### src/midi_track_event_encoder_macros.svh
// Assertion macros shared by the MIDI track event encoder RTL.
`ifndef MIDI_TRACK_EVENT_ENCODER_MACROS_SVH
`define MIDI_TRACK_EVENT_ENCODER_MACROS_SVH

// Same-cycle implication, sampled on i_clk, off while i_rst_n is low.
`define MTE_ASSERT_IMPLIES(lbl, ante, cons, msg) \
    lbl: assert property (@(posedge i_clk) disable iff (!i_rst_n) (ante) |-> (cons)) \
        else $error(msg);

// Next-cycle implication, sampled on i_clk, off while i_rst_n is low.
`define MTE_ASSERT_NEXT(lbl, ante, cons, msg) \
    lbl: assert property (@(posedge i_clk) disable iff (!i_rst_n) (ante) |=> (cons)) \
        else $error(msg);

`endif

### src/mte_pkg.sv
// Types and constants shared by the MIDI track event encoder modules.
`default_nettype none

package mte_pkg;

    // input kind codes
    localparam logic [1:0] KIND_MSG   = 2'd0;
    localparam logic [1:0] KIND_BEGIN = 2'd1;
    localparam logic [1:0] KIND_END   = 2'd2;

    // MIDI command nibbles kept by the recorder
    localparam logic [3:0] CMD_NOTE_OFF = 4'h8;
    localparam logic [3:0] CMD_NOTE_ON  = 4'h9;

    // meta event bytes
    localparam logic [7:0]  META_PREFIX = 8'hFF;
    localparam logic [7:0]  META_TEMPO  = 8'h51;
    localparam logic [7:0]  META_EOT    = 8'h2F;
    localparam logic [7:0]  TEMPO_LEN   = 8'h03;
    localparam logic [23:0] TEMPO_US    = 24'd500000;

    // tick = floor(ms * 24 / 25); ms / 25 = (ms * DIV_MAGIC) >> DIV_SHIFT
    localparam logic [31:0] DIV_MAGIC = 32'h51EB851F;
    localparam int          DIV_SHIFT = 35;
    localparam int          QUOT_W    = 64 - DIV_SHIFT;

    // command queue, depth a power of two
    localparam int QDEPTH = 2;
    localparam int QPTR_W = $clog2(QDEPTH);

    typedef enum logic [1:0] {
        OP_MSG,
        OP_TEMPO,
        OP_EOT
    } t_op;

    typedef struct packed {
        t_op         op;
        logic [31:0] delta;
        logic [7:0]  status;
        logic [7:0]  d1;
        logic [7:0]  d2;
    } t_cmd;

endpackage

`default_nettype wire

### src/mte_front.sv
// Front end: accepts requests, filters messages, converts time to ticks and delta.
`default_nettype none

module mte_front
    import mte_pkg::*;
(
    input  wire logic        i_clk,
    input  wire logic        i_rst_n,
    input  wire logic        i_valid,
    output logic             o_ready,
    input  wire logic [1:0]  i_kind,
    input  wire logic [7:0]  i_status_byte,
    input  wire logic [7:0]  i_first_data,
    input  wire logic [7:0]  i_second_data,
    input  wire logic [31:0] i_timestamp_ms,
    input  wire logic        i_cfg_we,
    input  wire logic        i_cfg_data,
    output t_cmd             o_cmd,
    output logic             o_push,
    input  wire logic        i_full
);

    typedef enum logic [2:0] {
        F_IDLE,
        F_DIV,
        F_TICK,
        F_DELTA,
        F_PUSH
    } t_fstate;

    t_fstate     r_state;
    logic        r_rec_en;
    logic [31:0] r_prev_tick;
    logic [31:0] r_ms;
    logic [63:0] r_prod;
    logic [31:0] r_tick;
    t_cmd        r_cmd;

    logic              w_keep;
    logic [QUOT_W-1:0] w_q;
    logic [32:0]       w_q16;
    logic [32:0]       w_q8;
    logic [32:0]       w_q1;
    logic [32:0]       w_q25;
    logic [32:0]       w_q24;
    logic [31:0]       w_rem_full;
    logic [4:0]        w_rem;
    logic [4:0]        w_adj;
    logic [31:0]       w_tick;

    assign w_keep = r_rec_en && ((i_status_byte[7:4] == CMD_NOTE_OFF) ||
                                 (i_status_byte[7:4] == CMD_NOTE_ON));

    assign w_q        = r_prod[63:DIV_SHIFT];
    assign w_q16      = {w_q, 4'b0000};
    assign w_q8       = {1'b0, w_q, 3'b000};
    assign w_q1       = {4'b0000, w_q};
    assign w_q25      = w_q16 + w_q8 + w_q1;
    assign w_q24      = w_q16 + w_q8;
    assign w_rem_full = r_ms - w_q25[31:0];
    assign w_rem      = w_rem_full[4:0];
    // floor(24 * r / 25) for r below 25
    assign w_adj      = (w_rem == 5'd0) ? 5'd0 : w_rem - 5'd1;
    assign w_tick     = w_q24[31:0] + {27'd0, w_adj};

    assign o_ready = (r_state == F_IDLE);
    assign o_push  = (r_state == F_PUSH);
    assign o_cmd   = r_cmd;

    always_ff @(posedge i_clk) begin
        if (!i_rst_n) begin
            r_state     <= F_IDLE;
            r_rec_en    <= 1'b0;
            r_prev_tick <= '0;
        end else begin
            if (i_cfg_we) begin
                r_rec_en <= i_cfg_data;
            end
            unique case (r_state)
                F_IDLE: begin
                    if (i_valid) begin
                        r_ms         <= i_timestamp_ms;
                        r_cmd.status <= i_status_byte;
                        r_cmd.d1     <= i_first_data;
                        r_cmd.d2     <= i_second_data;
                        r_cmd.delta  <= '0;
                        unique case (i_kind)
                            KIND_BEGIN: begin
                                r_cmd.op    <= OP_TEMPO;
                                r_prev_tick <= '0;
                                r_state     <= F_PUSH;
                            end
                            KIND_END: begin
                                r_cmd.op <= OP_EOT;
                                r_state  <= F_PUSH;
                            end
                            KIND_MSG: begin
                                r_cmd.op <= OP_MSG;
                                if (w_keep) begin
                                    r_state <= F_DIV;
                                end
                            end
                            default: begin
                                r_state <= F_IDLE;
                            end
                        endcase
                    end
                end
                F_DIV: begin
                    r_prod  <= 64'(r_ms) * 64'(DIV_MAGIC);
                    r_state <= F_TICK;
                end
                F_TICK: begin
                    r_tick  <= w_tick;
                    r_state <= F_DELTA;
                end
                F_DELTA: begin
                    if (r_tick > r_prev_tick) begin
                        r_cmd.delta <= r_tick - r_prev_tick;
                        r_prev_tick <= r_tick;
                    end
                    r_state <= F_PUSH;
                end
                F_PUSH: begin
                    if (!i_full) begin
                        r_state <= F_IDLE;
                    end
                end
                default: begin
                    r_state <= F_IDLE;
                end
            endcase
        end
    end

endmodule

`default_nettype wire

### src/mte_queue.sv
// Command queue between the front end and the byte emitter.
`default_nettype none

module mte_queue
    import mte_pkg::*;
(
    input  wire logic i_clk,
    input  wire logic i_rst_n,
    input  wire logic i_push,
    input  wire t_cmd i_cmd,
    output logic      o_full,
    input  wire logic i_pop,
    output t_cmd      o_head,
    output logic      o_head_valid
);

    t_cmd              r_mem [QDEPTH];
    logic [QPTR_W-1:0] r_wp;
    logic [QPTR_W-1:0] r_rp;
    logic [QPTR_W:0]   r_count;

    logic w_wr;
    logic w_rd;

    assign o_full       = (r_count == (QPTR_W + 1)'(QDEPTH));
    assign o_head_valid = (r_count != '0);
    assign o_head       = r_mem[r_rp];
    assign w_wr         = i_push && !o_full;
    assign w_rd         = i_pop && o_head_valid;

    always_ff @(posedge i_clk) begin
        if (w_wr) begin
            r_mem[r_wp] <= i_cmd;
        end
    end

    always_ff @(posedge i_clk) begin
        if (!i_rst_n) begin
            r_wp    <= '0;
            r_rp    <= '0;
            r_count <= '0;
        end else begin
            if (w_wr) begin
                r_wp <= r_wp + 1'b1;
            end
            if (w_rd) begin
                r_rp <= r_rp + 1'b1;
            end
            if (w_wr && !w_rd) begin
                r_count <= r_count + (QPTR_W + 1)'(1);
            end else if (w_rd && !w_wr) begin
                r_count <= r_count - (QPTR_W + 1)'(1);
            end
        end
    end

endmodule

`default_nettype wire

### src/mte_back.sv
// Back end: emits a queued command's track bytes, one per cycle while ready.
`default_nettype none

module mte_back
    import mte_pkg::*;
(
    input  wire logic       i_clk,
    input  wire logic       i_rst_n,
    input  wire t_cmd       i_head,
    input  wire logic       i_head_valid,
    output logic            o_pop,
    output logic            o_valid,
    input  wire logic       i_ready,
    output logic [7:0]      o_out_byte,
    output logic            o_last
);

    logic [2:0] r_idx;
    logic       r_valid;
    logic [7:0] r_byte;
    logic       r_last;

    logic [2:0] w_nvl;
    logic [3:0] w_total;
    logic       w_end;
    logic       w_load;
    logic [2:0] w_grp;
    logic [2:0] w_tail;
    logic [6:0] w_bits;
    logic [7:0] w_byte;

    // number of variable-length delta bytes
    always_comb begin
        if (i_head.delta[31:28] != '0) begin
            w_nvl = 3'd5;
        end else if (i_head.delta[27:21] != '0) begin
            w_nvl = 3'd4;
        end else if (i_head.delta[20:14] != '0) begin
            w_nvl = 3'd3;
        end else if (i_head.delta[13:7] != '0) begin
            w_nvl = 3'd2;
        end else begin
            w_nvl = 3'd1;
        end
    end

    always_comb begin
        unique case (i_head.op)
            OP_TEMPO: w_total = 4'd7;
            OP_EOT:   w_total = 4'd4;
            default:  w_total = {1'b0, w_nvl} + 4'd3;
        endcase
    end

    assign w_end  = ({1'b0, r_idx} == (w_total - 4'd1));
    assign w_load = i_head_valid && (!r_valid || i_ready);
    assign o_pop  = w_load && w_end;
    assign w_grp  = w_nvl - 3'd1 - r_idx;
    assign w_tail = r_idx - w_nvl;

    always_comb begin
        unique case (w_grp)
            3'd4:    w_bits = {3'b000, i_head.delta[31:28]};
            3'd3:    w_bits = i_head.delta[27:21];
            3'd2:    w_bits = i_head.delta[20:14];
            3'd1:    w_bits = i_head.delta[13:7];
            default: w_bits = i_head.delta[6:0];
        endcase
    end

    always_comb begin
        w_byte = 8'h00;
        unique case (i_head.op)
            OP_TEMPO: begin
                unique case (r_idx)
                    3'd1:    w_byte = META_PREFIX;
                    3'd2:    w_byte = META_TEMPO;
                    3'd3:    w_byte = TEMPO_LEN;
                    3'd4:    w_byte = TEMPO_US[23:16];
                    3'd5:    w_byte = TEMPO_US[15:8];
                    3'd6:    w_byte = TEMPO_US[7:0];
                    default: w_byte = 8'h00;
                endcase
            end
            OP_EOT: begin
                unique case (r_idx)
                    3'd1:    w_byte = META_PREFIX;
                    3'd2:    w_byte = META_EOT;
                    default: w_byte = 8'h00;
                endcase
            end
            default: begin
                if (r_idx < w_nvl) begin
                    w_byte = {(w_grp != 3'd0), w_bits};
                end else begin
                    unique case (w_tail)
                        3'd0:    w_byte = i_head.status;
                        3'd1:    w_byte = i_head.d1;
                        default: w_byte = i_head.d2;
                    endcase
                end
            end
        endcase
    end

    always_ff @(posedge i_clk) begin
        if (!i_rst_n) begin
            r_idx   <= '0;
            r_valid <= 1'b0;
        end else begin
            if (w_load) begin
                r_valid <= 1'b1;
                r_byte  <= w_byte;
                r_last  <= w_end;
                r_idx   <= w_end ? 3'd0 : r_idx + 3'd1;
            end else if (i_ready) begin
                r_valid <= 1'b0;
            end
        end
    end

    assign o_valid    = r_valid;
    assign o_out_byte = r_byte;
    assign o_last     = r_last;

endmodule

`default_nettype wire

### src/midi_track_event_encoder.sv
// A kept message passes the front end through the divide, tick, delta and push states;
// a begin or end request goes straight to push, and a dropped request makes no command.
// The front end takes no new request until its command is pushed. The byte emitter sends
// one byte per cycle while i_ready is high, 4 to 8 per request.
// Reset (synchronous, active low) clears record_enable, the running tick,
// the command queue and the output register.
`default_nettype none

`include "midi_track_event_encoder_macros.svh"

module midi_track_event_encoder
    import mte_pkg::*;
(
    input  wire logic        i_clk,
    input  wire logic        i_rst_n,
    input  wire logic        i_valid,
    output logic             o_ready,
    input  wire logic [1:0]  i_kind,
    input  wire logic [7:0]  i_status_byte,
    input  wire logic [7:0]  i_first_data,
    input  wire logic [7:0]  i_second_data,
    input  wire logic [31:0] i_timestamp_ms,
    input  wire logic        i_cfg_we,
    input  wire logic        i_cfg_data,
    output logic             o_valid,
    input  wire logic        i_ready,
    output logic [7:0]       o_out_byte,
    output logic             o_last
);

    t_cmd w_cmd;
    logic w_push;
    logic w_full;
    t_cmd w_head;
    logic w_head_valid;
    logic w_pop;
    logic w_meta_req;

    assign w_meta_req = i_valid && o_ready && (i_kind == KIND_BEGIN || i_kind == KIND_END);

    mte_front u_front (
        .i_clk          (i_clk),
        .i_rst_n        (i_rst_n),
        .i_valid        (i_valid),
        .o_ready        (o_ready),
        .i_kind         (i_kind),
        .i_status_byte  (i_status_byte),
        .i_first_data   (i_first_data),
        .i_second_data  (i_second_data),
        .i_timestamp_ms (i_timestamp_ms),
        .i_cfg_we       (i_cfg_we),
        .i_cfg_data     (i_cfg_data),
        .o_cmd          (w_cmd),
        .o_push         (w_push),
        .i_full         (w_full)
    );

    mte_queue u_queue (
        .i_clk        (i_clk),
        .i_rst_n      (i_rst_n),
        .i_push       (w_push),
        .i_cmd        (w_cmd),
        .o_full       (w_full),
        .i_pop        (w_pop),
        .o_head       (w_head),
        .o_head_valid (w_head_valid)
    );

    mte_back u_back (
        .i_clk        (i_clk),
        .i_rst_n      (i_rst_n),
        .i_head       (w_head),
        .i_head_valid (w_head_valid),
        .o_pop        (w_pop),
        .o_valid      (o_valid),
        .i_ready      (i_ready),
        .o_out_byte   (o_out_byte),
        .o_last       (o_last)
    );

    `MTE_ASSERT_NEXT(a_pop_marks_last, w_pop, o_valid && o_last, "pop without final byte")
    `MTE_ASSERT_IMPLIES(a_pop_needs_entry, w_pop, w_head_valid, "pop from empty queue")
    `MTE_ASSERT_NEXT(a_meta_busy, w_meta_req, !o_ready, "front idle after meta request")

endmodule

`default_nettype wire
### config.mk
export PLATFORM = sky130hd
export DESIGN_NAME = midi_track_event_encoder
export DESIGN_NICKNAME = d
export VERILOG_FILES = /design/src/mte_pkg.sv /design/src/mte_front.sv /design/src/mte_queue.sv /design/src/mte_back.sv /design/src/midi_track_event_encoder.sv
export VERILOG_INCLUDE_DIRS = /design/src /design/src/src
export SDC_FILE = /design/constraint.sdc
export NUM_CORES = 2
export LEC_CHECK = 0
export BUFFER_PORTS_ARGS = -buffer_cell sky130_fd_sc_hd__buf_2
export CORE_ASPECT_RATIO = 1.5
export CORE_MARGIN = 5
export CORE_UTILIZATION = 59
export DETAILED_ROUTE_END_ITERATION = 8
export PLACE_DENSITY = 0.79
export SLEW_MARGIN = 30
export SYNTH_ARGS = -nofsm -noshare
export SYNTH_HDL_FRONTEND = slang
export SYNTH_SLANG_ARGS = --single-unit
### constraint.sdc
create_clock -name i_clk -period 7 [get_ports i_clk]
set_input_delay 0.7 -clock i_clk [delete_from_list [all_inputs] [get_ports i_clk]]
set_output_delay 0.7 -clock i_clk [all_outputs]
set_load 0.02 [all_outputs]
==> flow_summary.yaml <==
clocking:
  postCtsHoldBufs: 0
  path_clk_slew_ns: 0.07
  cts_buffers: 35
  clockRootBuffer: "clkbuf_16"
  cts_sinks: 320
  htree_levels: 2
  clock_path_buffers: 3
  cts_tree: "yes"
  clk-insertion-delay-late_ns: 0.57
grt:
  track_usage: 0.2832
  overflow: 0
  grt_max_degree: 60
  grt_first_pass_wirelength_um: 132600
  grt_pass1_vias: 24840
  antenna_found_initial: 0
route:
  post_drt_wl_per_cell_um: 21.16
  wl_met2_um: 45320
  drc: 0
  first_iter_violations: 985
  topRoutingLayerUsed: "met4"
  dr.pass1.iters: 5
  wl_met1_um: 30790
  ant_nets: 0
  wirelength_um: 85560
  vias: 22750
  vias_per_cell: 5.627
  wl_met3_um: 2994
setup_path:
  crit_path_top_delay_cell: "fa_2"
  worstSetupPathType: "reg2reg"
  end_kind: "register"
  start_kind: "register"
  cpPeakStageDelay_ns: 0.54
  critPathRequiredTime_ns: 7.30
  timing.reg2reg.setup_slack_ns: -0.20
  r2r_cells: 26
  arrival_ns: 7.50
  crit_fanout: 4
yosys:
  synth.area.mux_share: 0.01894
  synth_nets: 3919
  ys.flop_type: "edfxtp_1"
  ys_warn_count: 0
  synth.distinct_cells: 81
  synth_edf_count: 275
  synth_compound_area_frac: 0.08499
  netlist_area_sq_um: 32560
  synthSimpleGateAreaFrac: 0.07054
  synth_xor_area_frac: 0.03032
  postSynthAreaPerCell_sq_um: 10.91
  synthAdderAreaFrac: 0.4253
  synth_top_family_by_area: "adder cells"
  ys_ff_latch: 320
  ys_seq_area_frac: 0.2813
  synth_cells: 2985
  async_reset_ff_frac: 0
run_status:
  status: "complete, but fails checks"
  violations: "negative setup slack"
die:
  io_pins: 75
  rows: 105
  initial_core_util: 0.5958
  fp.dieH_um: 297.7
  core_sq_um: 54650
  die_x_um: 201.8
  die_area_sq_um: 60090
sta:
  hold_viol_final: 0
  period_needed_ns: 7.202
  worstMarginPinSlew_ns: 0.9154
  maxClockFrequency_mhz: 138.9
  slew_viol_final: 0
  relSlewSlack: 0.3870
  setup_slack_ns: -0.2017
  rsz0062_at_grt: "yes"
  tns_ns: -1.133
  fin_crit_sh: 1.029
  fin_skew_ns: 0.02841
  setup_viol: 9
flow_run:
  cap_violations: 0
finish:
  n_antenna_cell: 0
  drive_gt1_frac: 0.1747
  area_growth_syn_to_layout_pct: 15.83
  nets: 4255
  fillers: 3939
placed_design:
  place.gp.congestion: 1.029
  hpwlAfterDp_um: 71250
  port_buffers: 74
worst_hold_path:
  worstHoldPathCells: 1
  hold_path.class: "in2reg"
-- cells in the mapped netlist, drive strengths merged (5+ instances only) --
library cell	instances	share of area
inv	714	0.082
ha	475	0.18
fa	395	0.24
edfxtp	275	0.25
a21oi	112	0.017
nand2	101	0.012
nand3	98	0.015
nor2	83	0.0096
xnor2	76	0.020
o21ai	75	0.012
a21o	56	0.013
dfxtp	45	0.028
a21boi	37	0.0085
clkbuf	37	0.0043
nor3	36	0.0061
xor2	34	0.0091
mux2i	29	0.0089
nand4	21	0.0040
nor2b	21	0.0040
and3	17	0.0033
a211oi	15	0.0036
a31oi	15	0.0033
buf	15	0.0020
nand2b	15	0.0029
o21bai	15	0.0035
and2	14	0.0027
nor4	13	0.0030
o21a	13	0.0030
or3	11	0.0021
mux4	10	0.0069
mux2	9	0.0031
or2	9	0.0017
o211ai	8	0.0018
o31ai	7	0.0016
a311oi	6	0.0016
o221ai	6	0.0016
a211o	5	0.0013
a22oi	5	0.0012
o22ai	5	0.00096
-- layer usage --
metal / vias up / GRT usage
li1: 10580 / -
met1: 11280 / 0.3124
met2: 613 / 0.5240
met3: 277 / 0.03144
met4: 0 / 0.1635
met5: - / 0
-- logic make-up after synthesis --
kind of cell / Yosys count
fa+ha+maj: 870
simple gates: 455
mux: 48
xor+xnor: 111
flops: 320
compound gates: 415
buf+inv: 766
-- per-stage QoR --
| stage | hold WS (ns) | utilization | area [sq um] | instances | setup slack [ns] |
|---|---|---|---|---|---|
| CTS | 0.2805 | 0.6783 | 37070 | 4020 | -0.1949 |
| global placement | 0.4229 | 0.6464 | 35330 | 3930 | -0.3869 |
| detailed placement | 0.4315 | 0.6464 | 35330 | 3930 | -0.4346 |
| finish | 0.3012 | 0.6901 | 37720 | 4043 | -0.2017 |
| floorplan | 0.4215 | - | 32560 | 2985 | 0.004391 |
| global route | 0.2836 | 0.6901 | 37720 | 4043 | -0.3298 |
-- what timing repair did --
item	CTS	global route
buffers inserted	26	27
resized for setup	74	104
setup endpoints to repair	23	25
pin swaps	72	94
-- flip-flops by register name, indices dropped and copies added, names as in the netlist, named ones only --
name and flops:
u_queue.r_mem 116, u_front.o_cmd 58, u_front.r_ms 32, u_front.r_prev_tick 32, u_front.r_tick 32, u_front.r_prod 28
u_back.o_out_byte 8, u_back.r_idx 3, u_front.r_state 3, u_queue.r_count 2, u_back.o_last 1, u_back.o_valid 1
u_front.r_rec_en 1, u_queue.r_rp 1, u_queue.r_wp 1
-- worst paths after layout --
path,from,to
min,i_timestamp_ms[27],u_front.r_ms[27]
max,u_front.r_ms[13],u_front.r_prod[58]
min reg2reg,u_front.o_cmd[23],u_queue.r_mem[1][23]
max reg2reg,u_front.r_ms[13],u_front.r_prod[58]
-- layout by cell type (no fill, tap or decap), drive strengths merged, types with 36 or more instances in the layout --
cell,count
nand2,101
ha,475
a21o,56
inv,720
clkbuf,39
a21oi,112
fa,395
o21ai,75
a21boi,37
xnor2,76
buf,351
nor3,36
edfxtp,275
nand3,98
dfxtp,45
nor2,83
-- critical path, delay by kind of cell, from the launching register on --
kind	cells	cell delay, ns
AOI/OAI and AO/OA	5	1.20
DFF	1	0.53
adders and majority gates	8	3.46
and+or+nand+nor	4	0.77
buffers and inverters	8	0.83
xor gates and xnor gates	1	0.12
-- layout make-up --
type,instances,area (sq um),share of cell area
sequential,320,9160,0.2429
timing repair buffer,351,2580,0.06840
clock inverter,25,287.8,0.007630
inverter,714,2683,0.07112
multi-input combinational,1899,21240,0.5632
tap,695,869.6,0.02306
clock buffer,39,894.6,0.02372
Power is not shown: default switching activity piles up to over one toggle a cycle in this logic, so the estimate is an artifact.
